## src/hw/rtl/edlm_pkg.sv

```systemverilog
// ---------------------------------------------------------------------------
// edlm_pkg
// Shared types and constants for the emergency-stop debounce latch monitor.
// ---------------------------------------------------------------------------
package edlm_pkg;

   localparam int TIMER_BITS_DEFAULT = 16;
   localparam int DEBOUNCE_W         = 10;
   localparam logic [DEBOUNCE_W-1:0] DEBOUNCE_RESET = 10'd30;

   localparam int REQ_DATA_W = 8;
   localparam int RSP_DATA_W = 72;

   typedef enum logic [2:0] {
      EV_NONE     = 3'd0,
      EV_PRESS    = 3'd1,
      EV_RELEASE  = 3'd2,
      EV_NOISE    = 3'd3,
      EV_REFUSED  = 3'd4
   } event_type;

   typedef struct packed {
      logic clear_request;
      logic release_request;
      logic raw_level;
   } req_item_type;

   // last member sits in the lowest bits
   typedef struct packed {
      logic [2:0]  event_code;
      logic [15:0] longest_bounce_ticks;
      logic [7:0]  worst_edges;
      logic [15:0] last_bounce_ticks;
      logic [7:0]  last_edges;
      logic [15:0] press_total;
      logic        latch_set;
      logic        stop_active;
   } rsp_item_type;

   localparam int RSP_ITEM_W = $bits(rsp_item_type);

endpackage

```

## src/hw/rtl/edlm_in_stage.sv

```systemverilog
// ---------------------------------------------------------------------------
// edlm_in_stage
// Input register: holds one request until the core takes it.
// ---------------------------------------------------------------------------
module edlm_in_stage
   import edlm_pkg::*;
(
   input  logic                  clock,
   input  logic                  reset,
   input  logic                  req_tvalid,
   output logic                  req_tready,
   input  logic [REQ_DATA_W-1:0] req_tdata,
   input  logic                  take,
   output logic                  item_valid,
   output req_item_type          item
);

   logic         valid_ff;
   logic         valid_in;
   req_item_type item_ff;

   // free slot, or the held request leaves this cycle
   assign req_tready = !valid_ff || take;
   assign valid_in   = (req_tvalid && req_tready) || (valid_ff && !take);

   always_ff @(posedge clock) begin
      if (reset) begin
         valid_ff <= 1'b0;
      end else begin
         valid_ff <= valid_in;
      end
   end

   always_ff @(posedge clock) begin
      if (req_tvalid && req_tready) begin
         item_ff <= req_tdata[$bits(req_item_type)-1:0];
      end
   end

   assign item_valid = valid_ff;
   assign item       = item_ff;

endmodule

```

## src/hw/rtl/edlm_core.sv

```systemverilog
// ---------------------------------------------------------------------------
// edlm_core
// Debounce state, sticky latch and bounce statistics; one tick per take.
// ---------------------------------------------------------------------------
module edlm_core
   import edlm_pkg::*;
#(
   parameter int TIMER_BITS = TIMER_BITS_DEFAULT
)
(
   input  logic                  clock,
   input  logic                  reset,
   input  logic                  csr_we,
   input  logic [DEBOUNCE_W-1:0] csr_wdata,
   input  logic                  take,
   input  req_item_type          item,
   output rsp_item_type          result
);

   localparam int CMP_W = (TIMER_BITS > DEBOUNCE_W) ? TIMER_BITS : DEBOUNCE_W;
   localparam int AGE_W = (TIMER_BITS > 16) ? TIMER_BITS : 16;
   localparam logic [TIMER_BITS-1:0] TIMER_MAX = {TIMER_BITS{1'b1}};

   logic [DEBOUNCE_W-1:0] debounce_ff;
   logic                  prev_raw_ff,  prev_raw_in;
   logic                  stable_ff,    stable_in;
   logic                  in_trans_ff,  in_trans_in;
   logic [TIMER_BITS-1:0] quiet_ff,     quiet_in;
   logic [TIMER_BITS-1:0] age_ff,       age_in;
   logic [TIMER_BITS-1:0] edge_age_ff,  edge_age_in;
   logic [7:0]            edges_ff,     edges_in;
   logic                  latch_ff,     latch_in;
   logic [15:0]           press_ff,     press_in;
   logic [7:0]            worst_ff,     worst_in;
   logic [15:0]           longest_ff,   longest_in;
   logic [15:0]           recent_ff,    recent_in;
   event_type             ev;

   always_ff @(posedge clock) begin
      if (reset) begin
         debounce_ff <= DEBOUNCE_RESET;
      end else if (csr_we) begin
         debounce_ff <= csr_wdata;
      end
   end

   always_comb begin
      logic [AGE_W-1:0] age_ext;
      prev_raw_in = prev_raw_ff;
      stable_in   = stable_ff;
      in_trans_in = in_trans_ff;
      quiet_in    = quiet_ff;
      age_in      = age_ff;
      edge_age_in = edge_age_ff;
      edges_in    = edges_ff;
      latch_in    = latch_ff;
      press_in    = press_ff;
      worst_in    = worst_ff;
      longest_in  = longest_ff;
      recent_in   = recent_ff;
      ev          = EV_NONE;
      age_ext     = '0;

      // advance timers of an open transition
      if (in_trans_ff) begin
         if (quiet_ff != TIMER_MAX) quiet_in = quiet_ff + 1'b1;
         if (age_ff != TIMER_MAX)   age_in   = age_ff + 1'b1;
      end

      if (item.raw_level != prev_raw_ff) begin
         prev_raw_in = item.raw_level;
         if (!in_trans_ff) begin
            in_trans_in = 1'b1;
            age_in      = '0;
            edges_in    = '0;
         end
         quiet_in    = '0;
         edge_age_in = age_in;
         if (edges_in != 8'hFF) edges_in = edges_in + 1'b1;
      end

      if (in_trans_in && (CMP_W'(quiet_in) > CMP_W'(debounce_ff))) begin
         in_trans_in = 1'b0;
         if (item.raw_level != stable_ff) begin
            stable_in = item.raw_level;
            age_ext   = AGE_W'(edge_age_in);
            recent_in = (age_ext > AGE_W'(16'hFFFF)) ? 16'hFFFF : age_ext[15:0];
            if (edges_in > worst_ff)    worst_in   = edges_in;
            if (recent_in > longest_ff) longest_in = recent_in;
            if (item.raw_level) begin
               latch_in = 1'b1;
               if (press_ff != 16'hFFFF) press_in = press_ff + 1'b1;
               ev = EV_PRESS;
            end else begin
               ev = EV_RELEASE;
            end
         end else begin
            ev = EV_NOISE;
         end
      end

      // refuse release while the contact is still pressed
      if (item.release_request) begin
         if (stable_in) begin
            if (ev == EV_NONE) ev = EV_REFUSED;
         end else begin
            latch_in = 1'b0;
         end
      end

      if (item.clear_request) begin
         press_in   = '0;
         worst_in   = '0;
         longest_in = '0;
      end
   end

   always_ff @(posedge clock) begin
      if (reset) begin
         prev_raw_ff <= 1'b0;
         stable_ff   <= 1'b0;
         in_trans_ff <= 1'b0;
         quiet_ff    <= '0;
         age_ff      <= '0;
         edge_age_ff <= '0;
         edges_ff    <= '0;
         latch_ff    <= 1'b0;
         press_ff    <= '0;
         worst_ff    <= '0;
         longest_ff  <= '0;
         recent_ff   <= '0;
      end else if (take) begin
         prev_raw_ff <= prev_raw_in;
         stable_ff   <= stable_in;
         in_trans_ff <= in_trans_in;
         quiet_ff    <= quiet_in;
         age_ff      <= age_in;
         edge_age_ff <= edge_age_in;
         edges_ff    <= edges_in;
         latch_ff    <= latch_in;
         press_ff    <= press_in;
         worst_ff    <= worst_in;
         longest_ff  <= longest_in;
         recent_ff   <= recent_in;
      end
   end

   always_comb begin
      result.stop_active          = stable_in;
      result.latch_set            = latch_in;
      result.press_total          = press_in;
      result.last_edges           = edges_in;
      result.last_bounce_ticks    = recent_in;
      result.worst_edges          = worst_in;
      result.longest_bounce_ticks = longest_in;
      result.event_code           = ev;
   end

endmodule

```

## src/hw/rtl/edlm_out_stage.sv

```systemverilog
// ---------------------------------------------------------------------------
// edlm_out_stage
// Result register: holds one result until the consumer takes it.
// ---------------------------------------------------------------------------
module edlm_out_stage
   import edlm_pkg::*;
(
   input  logic                  clock,
   input  logic                  reset,
   input  logic                  load,
   input  rsp_item_type          result,
   output logic                  free,
   output logic                  rsp_tvalid,
   input  logic                  rsp_tready,
   output logic [RSP_DATA_W-1:0] rsp_tdata
);

   logic         valid_ff;
   logic         valid_in;
   rsp_item_type result_ff;

   assign free     = !valid_ff || rsp_tready;
   assign valid_in = load || (valid_ff && !rsp_tready);

   always_ff @(posedge clock) begin
      if (reset) begin
         valid_ff <= 1'b0;
      end else begin
         valid_ff <= valid_in;
      end
   end

   always_ff @(posedge clock) begin
      if (load) begin
         result_ff <= result;
      end
   end

   assign rsp_tvalid = valid_ff;
   assign rsp_tdata  = {{(RSP_DATA_W-RSP_ITEM_W){1'b0}}, result_ff};

endmodule

```

## src/hw/rtl/estop_debounce_latch_monitor_unit.sv

```systemverilog
// ---------------------------------------------------------------------------
// estop_debounce_latch_monitor_unit
// Emergency-stop contact debouncer with sticky latch and bounce statistics.
// ---------------------------------------------------------------------------
// Each request is one millisecond tick and gives exactly one response. The
// unit takes one request per clock cycle while the response side keeps up; a
// request passes through the input register, then the single-pass state
// update into the result register. Back-pressure on the response side stalls
// the input only when both registers are full. Write csr_wdata (debounce
// window, reset 30) only while no request is in flight.
module estop_debounce_latch_monitor_unit
   import edlm_pkg::*;
#(
   parameter int TIMER_BITS = TIMER_BITS_DEFAULT
)
(
   input  logic                  clock,
   input  logic                  reset,
   input  logic                  csr_we,
   input  logic [DEBOUNCE_W-1:0] csr_wdata,
   input  logic                  req_tvalid,
   output logic                  req_tready,
   // raw_level, release_request, clear_request, zero pad
   input  logic [REQ_DATA_W-1:0] req_tdata,
   output logic                  rsp_tvalid,
   input  logic                  rsp_tready,
   // stop_active, latch_set, press_total[16], last_edges[8],
   // last_bounce_ticks[16], worst_edges[8], longest_bounce_ticks[16],
   // event_code[3], zero pad
   output logic [RSP_DATA_W-1:0] rsp_tdata
);

   logic         item_valid;
   req_item_type item;
   rsp_item_type result;
   logic         out_free;
   logic         take;

   assign take = item_valid && out_free;

   edlm_in_stage u_in (
      .clock      (clock),
      .reset      (reset),
      .req_tvalid (req_tvalid),
      .req_tready (req_tready),
      .req_tdata  (req_tdata),
      .take       (take),
      .item_valid (item_valid),
      .item       (item)
   );

   edlm_core #(
      .TIMER_BITS (TIMER_BITS)
   ) u_core (
      .clock     (clock),
      .reset     (reset),
      .csr_we    (csr_we),
      .csr_wdata (csr_wdata),
      .take      (take),
      .item      (item),
      .result    (result)
   );

   edlm_out_stage u_out (
      .clock      (clock),
      .reset      (reset),
      .load       (take),
      .result     (result),
      .free       (out_free),
      .rsp_tvalid (rsp_tvalid),
      .rsp_tready (rsp_tready),
      .rsp_tdata  (rsp_tdata)
   );

endmodule

```

## config.mk

```make
export PLATFORM = sky130hd
export DESIGN_NAME = estop_debounce_latch_monitor_unit
export DESIGN_NICKNAME = d
export VERILOG_FILES = /design/src/hw/rtl/edlm_pkg.sv /design/src/hw/rtl/edlm_in_stage.sv /design/src/hw/rtl/edlm_core.sv /design/src/hw/rtl/edlm_out_stage.sv /design/src/hw/rtl/estop_debounce_latch_monitor_unit.sv
export SDC_FILE = /design/constraint.sdc
export NUM_CORES = 1
export LEC_CHECK = 0
export ABC_CLOCK_PERIOD_IN_PS = 5200
export BUFFER_PORTS_ARGS = -buffer_cell sky130_fd_sc_hd__buf_2
export CAP_MARGIN = 5
export CORE_MARGIN = 1
export CORE_UTILIZATION = 35
export DETAILED_ROUTE_END_ITERATION = 12
export GPL_TIMING_DRIVEN = 0
export SLEW_MARGIN = 20
export SYNTH_ARGS = -nofsm -noshare
export SYNTH_HDL_FRONTEND = slang
export SYNTH_HIERARCHICAL = 1
export SYNTH_SLANG_ARGS = --single-unit
export TNS_END_PERCENT = 30
```

## constraint.sdc

```tcl
create_clock -name clock -period 5.2 [get_ports clock]
set_input_delay 0.52 -clock clock [delete_from_list [all_inputs] [get_ports clock]]
set_output_delay 0.52 -clock clock [all_outputs]
set_load 0.05 [all_outputs]
```

# --- After elaboration in Yosys (flattened, before gate mapping) ---
# Cells that the tools add are included.
totals:
  latch_bits: 0
  inputBits: 23
  n_memories: 0
  mem_bits_rw: 0
  register_bits: 200
  output_inout_bits: 74
  romBits: 0
  elab_cells: 98
op_classes:
  reduce_logical: 15
  n_addsub: 4
  bitwise_logic: 0
  n_eq_ne: 6
  shift: 0
  n_lt_le_gt_ge: 4
  div: 0
  n_mux: 43
  multipliers: 0
op_table:
  columns: ["cell", "count"]
  rows:
  - ["$mux 16", 20]
  - ["$mux 8", 8]
  - ["$add 16x1->16 const B", 3]
  - ["$ne 16x16->1 const B", 3]
  - ["$gt 16x10->1", 1]
  - ["$gt 16x16->1", 1]
  - ["$gt 16x16->1 const B", 1]
  - ["$mux 3", 4]
  - ["$mux 1", 9]
  - ["$add 8x1->8 const B", 1]
  - ["$gt 8x8->1", 1]
  - ["$ne 8x8->1 const B", 1]
  - ["$logic_and 1x1->1", 5]
  - ["$logic_not 1->1", 4]
  - ["$logic_or 1x1->1", 4]
  - ["$mux 2", 2]
  - ["$logic_not 3->1", 1]
  - ["$ne 1x1->1", 2]
  - ["$reduce_and 2->1", 1]

# --- Depth between registers and ports, before layout ---
logic_depth:
  depth_word: 12
  depth_mapped: 22
  ltp_nobuf: 18

# --- By module ---
# Netlist, hierarchy kept.
modules_own_cells:
  columns: ["module", "seq_area_each_um2", "cells_per_inst", "instances", "area_per_inst_um2"]
  rows:
  - ["edlm_core", 2522.4, 1084, 1, 8275.4]
  - ["edlm_out_stage", 2092.0, 77, 1, 2144.6]
  - ["edlm_in_stage", 110.1, 8, 1, 145.1]
  - ["estop_debounce_latch_monitor_unit", 0.0, 1, 1, 6.3]

# --- Least setup slack after synthesis ---
# OpenSTA, ideal clock, no wires.
synth_path:
  kind: "reg2reg"
  startpoint: "register u_core.age_ff[4]"
  endpoint: "register u_out.result_ff, in the netlist u_out/rsp_tdata[51] (data pin)"
  synth_period_minus_slack_ns: 4.485
  stages_incl_launch_ff: 22
  setup_slack_ns: 0.715
  path_buffers: 5
  arrival_time_ns: 4.318
  setup_time_ns: 0.167
  t_required_ns: 5.033
  cell_sequence: "dfxtp_1 > clkbuf_1 > and4_1 > nand4_1 > o31ai_1 > clkbuf_1 > nor3_1 > xnor2_1 > o21a_1 > inv_1 > ha_1 > a21o_1 > a21o_1 > a221o_1 > a221oi_1 > o21ai_0 > o31a_1 > buf_1 > and2_1 > buf_2 > buf_2 > a211oi_1"
synth_rtl:
  columns: ["item", "line_no", "text"]
  rows:
  - ["start, declared", "edlm_core.sv:29", "logic [TIMER_BITS-1:0] age_ff, age_in;"]
  - ["start signal, assigned", "edlm_core.sv:137", "age_ff <= age_in;"]
  - ["end signal, assigned", "edlm_out_stage.sv:35", "result_ff <= result;"]
  - ["end, declared", "edlm_out_stage.sv:20", "rsp_item_type result_ff;"]

==> results.py <==
metrics = {
    "placement": {
        "gp_congestion": 0.913,
        "placed_cell_area_sq_um": 11500,
        "numPortBuffers": 87,
        "detailedPlacementHpwl_um": 21300,
    },
    "sta": {
        "maxSlewHeadroom_pct": 26.9,
        "finClkSkew_ns": 0.0159,
        "tightestPinTransition_ns": 1.08,
        "post-route-min-period_ns": 4.91,
        "final_period_utilization_pct": 94.5,
        "finalSetupViolCount": 0,
        "hold_viol_final": 0,
        "drv_slew": 0,
        "highest_attainable_clock_frequency_mhz": 204,
    },
    "global_routing": {
        "maximum_number_of_pins_on_one_net_before_global_route_repair": 58,
        "wire_length_of_the_first_global_routing_pass_um": 46300,
        "antenna_violations_before_repair": 0,
        "grt_remaining_overflow": 0,
        "vias_in_the_first_global_route": 8551,
        "grt_use_total_pct": 18.9,
    },
    "synthesis": {
        "yosys_register_bits": 200,
        "most_frequently_used_flop_master_after_synthesis": "dfxtp_1",
        "synth_edf_count": 72,
        "sequential_area_share_after_synthesis_pct": 44.7,
        "synthesis.area_sq_um": 10600,
        "yosysWarnings": 6,
        "yosys.cell_types.count": 75,
        "synthesis.instances": 1170,
        "synth_area_per_cell_sq_um": 9.04,
        "synth-async-reset-ratio_pct": 0,
    },
    "floorplanning": {
        "io-pin-count": 97,
        "die_h_um": 176,
        "die_area_sq_um": 30900,
        "core_area_sq_um": 29600,
        "starting_density_of_the_core_pct": 35.7,
        "die_width_um": 176,
        "rows": 63,
    },
    "drt": {
        "wl_met2_um": 13300,
        "remaining_antenna_violation_count": 0,
        "detailed_router_iteration_count_before_antenna_repair": 7,
        "drt-wirelength-per-cell_um": 17.4,
        "wl_met1_um": 13800,
        "detailroute.via_count": 9389,
        "wl_met3_um": 1570,
        "detail_route.wirelength_um": 29300,
        "top_signal_layer_used": "met4",
        "drt_iter0_drc": 875,
        "drc": 0,
        "routed_via_density": 5.58,
    },
    "setup_path": {
        "crit_type": "flip-flop to flip-flop",
        "start_kind": "flip-flop",
        "worstPathRequired_ns": 5.35,
        "arrival_ns": 5.06,
        "critical_path_fanouts_max": 10,
        "worstSetupEndpointType": "flip-flop",
        "r2r_start": "u_core/quiet_ff[0]",
        "timing.critical_path.from": "u_core/quiet_ff[0]",
    },
    "power": {
        "comb_power_share_pct": 15.4,
        "sw_frac_of_total_pct": 30.6,
        "sequentialPowerShare_pct": 47.3,
        "static-leakage-power_nw": 4.37,
        "psw_w": 0.00110,
        "cellPowerDensity_nw_per_um2": 294,
        "max-vdd-ir-drop_mv": 0.198,
        "internal-power_w": 0.00249,
        "clock_power_share_pct": 37.3,
    },
    "final_layout": {
        "final_core_density_pct": 41.2,
        "area_growth_from_synthesis_to_layout_pct": 15.5,
        "drive_gt1_share_pct": 14.5,
        "layout.nets": 1343,
        "final_area_sq_um": 12200,
        "insertedDiodeCount": 0,
    },
    "worst_hold_path": {
        "min_path_type": "input pin to flip-flop",
        "min-delay-start": "req_tdata[1]",
    },
    "clock_network": {
        "clock_tree_from_tritoncts": "done",
        "insertion_delay_ns": 0.44,
        "maximum_level_of_the_cts_h_tree": 4,
        "number_of_buffers_inserted_during_clock_tree_synthesis": 17,
        "cts.clk_slew.worst_paths_ns": 0.08,
        "cts.hold.buffers_added": 0,
        "clockRootBuffer": "clkbuf_16",
        "max_buffers_root_to_sink": 2,
        "clock_sink_count": 200,
    },
    "run_status": {
        "status": "finished clean",
    },
    "job": {
        "cap_violations": 0,
    },
}
[metal layers]
metal	global-route usage, %	up-vias
li1	-	4514
met4	5.91	0
met1	26.6	4517
met5	0	-
met3	2.53	46
met2	29.7	312
[cell families after synthesis]
logic type	synth area share [%]
compound gates	21.6
xor+xnor	1.91
fa+ha+maj	4.73
buf+inv	6.06
flops	44.7
mux	2.56
other cells	0.0355
simple gates	18.4
[cells in the final DEF, fill, tap and decap left out, types with 8 or more instances in the layout]
master and instances:
mux2i_1 26, o21a_1 14, a211oi_1 58, o311ai_0 10, o211ai_1 16, nand4_1 29, nor3_1 31, nand3_1 34
a31oi_1 22, and3_1 9, edfxtp_1 72, nor2b_1 8, buf_4 12, and4_1 8, or4_1 9, ha_1 39
nand2_1 95, nor2_1 121, buf_2 100, inv_1 70, o21ai_0 48, a21oi_1 76, dfxtp_1 127, clkbuf_16 18
clkbuf_1 53, a21o_1 9, and2_1 8, xnor2_1 15, a22o_1 16
[path summary, 6_finish.rpt]
| path | end | depth (start not counted) | slack, ns |
|---|---|---|---|
| worst max-delay path | u_out/rsp_tdata[29] | 17 | 0.29 |
| worst min-delay path | u_in/item[1] | 1 | 0.25 |
| worst max register to register | u_out/rsp_tdata[29] | 17 | 0.29 |
| worst min register to register | u_core/edge_age_ff[10] | 2 | 0.49 |
[synthesized netlist by cell type, types with 4 or more instances]
library cell,instances,area (sq um)
dfxtp_1,128,2560
nor2_1,121,454
nand2_1,95,357
a21oi_1,77,385
edfxtp_1,72,2160
inv_1,70,263
clkbuf_1,60,225
a211oi_1,59,443
o21ai_0,48,240
ha_1,40,500
nand3_1,34,170
nor3_1,32,160
nand4_1,29,181
mux2i_1,27,270
a31oi_1,22,138
a22o_1,16,140
o211ai_1,16,120
xnor2_1,16,140
o21a_1,15,113
buf_2,11,55.1
o311ai_0,10,87.6
a21o_1,9,67.6
and2_1,9,56.3
and3_1,9,56.3
o31ai_1,9,67.6
or4_1,9,67.6
and4_1,8,70.1
nor2b_1,8,50.1
a311oi_1,7,61.3
buf_1,7,26.3
buf_4,7,52.6
o31a_1,7,61.3
or3_1,7,43.8
xor2_1,7,61.3
a21oi_2,5,43.8
a211o_1,4,35.0
nor4_1,4,25.0
[area by class of cell]
type / instances / area, sq um
fillers: 2996 / 17400
multi-input cells: 814 / 5270
flip-flops and latches: 200 / 4730
repair buffers: 93 / 500
well taps: 390 / 488
clock buffers: 20 / 459
plain buffers: 82 / 365
inverters: 72 / 270
clock inverters: 12 / 133
[sequential cells by signal, summed over array words and instances (netlist names)]
name,flops
u_core/debounce_ff,10
u_core/quiet_ff,16
u_core/edge_age_ff,16
u_core/latch_ff,1
u_out/rsp_tdata,69
u_out/rsp_tvalid,1
u_in/item,3
u_core/worst_ff,8
u_core/recent_ff,16
u_core/age_ff,16
u_core/stable_ff,1
u_core/in_trans_ff,1
u_core/prev_raw_ff,1
u_core/press_ff,16
u_core/edges_ff,8
u_in/item_valid,1
u_core/longest_ff,16
[repair_timing]
item                       in CTS  in global routing
setup endpoints to repair      40                 62
pin swaps                       0                  2
resized for setup               7                 18
buffers inserted                0                  5
[power groups by stage]
stage | Clock, W | Sequential, W | Combinational [W]
4_1_cts | 0.00136 | 0.00170 | 0.000543
5_1_grt | 0.00141 | 0.00170 | 0.000597
3_5_place_dp | 0 | 0.00173 | 0.000540
2_1_floorplan | 0 | 0.00184 | 0.000279
6_report | 0.00134 | 0.00170 | 0.000554
3_3_place_gp | 0 | 0.00174 | 0.000532
[per-stage QoR]
stage	total power, W	hold WS, ns	TNS, ns	instances	setup slack, ns
global route	0.00371	0.233	-0.0387	1683	-0.0264
global placement	0.00227	0.469	-7.40	1649	-0.332
finish	0.00359	0.252	0	1683	0.287
floorplan	0.00212	0.457	0	1172	0.715
detailed placement	0.00227	0.478	-7.50	1650	-0.363
CTS	0.00361	0.235	0	1679	0.0507
[worst max-delay path, cell delays in order, from the launching register on]
cell and delay [ns]:
dfxtp_1 0.41, ha_1 0.26, nand4_2 0.19, o41ai_4 0.36
buf_4 0.20, nor3_1 0.07, xnor2_1 0.13, nor2_1 0.17
ha_1 0.30, a211o_1 0.30, a21oi_1 0.12, o21ai_0 0.14
o21a_1 0.27, nor4_4 0.52, a21o_1 0.36, buf_4 0.25
clkbuf_1 0.37, o21ai_0 0.20
(Power assumes the default switching activity.)
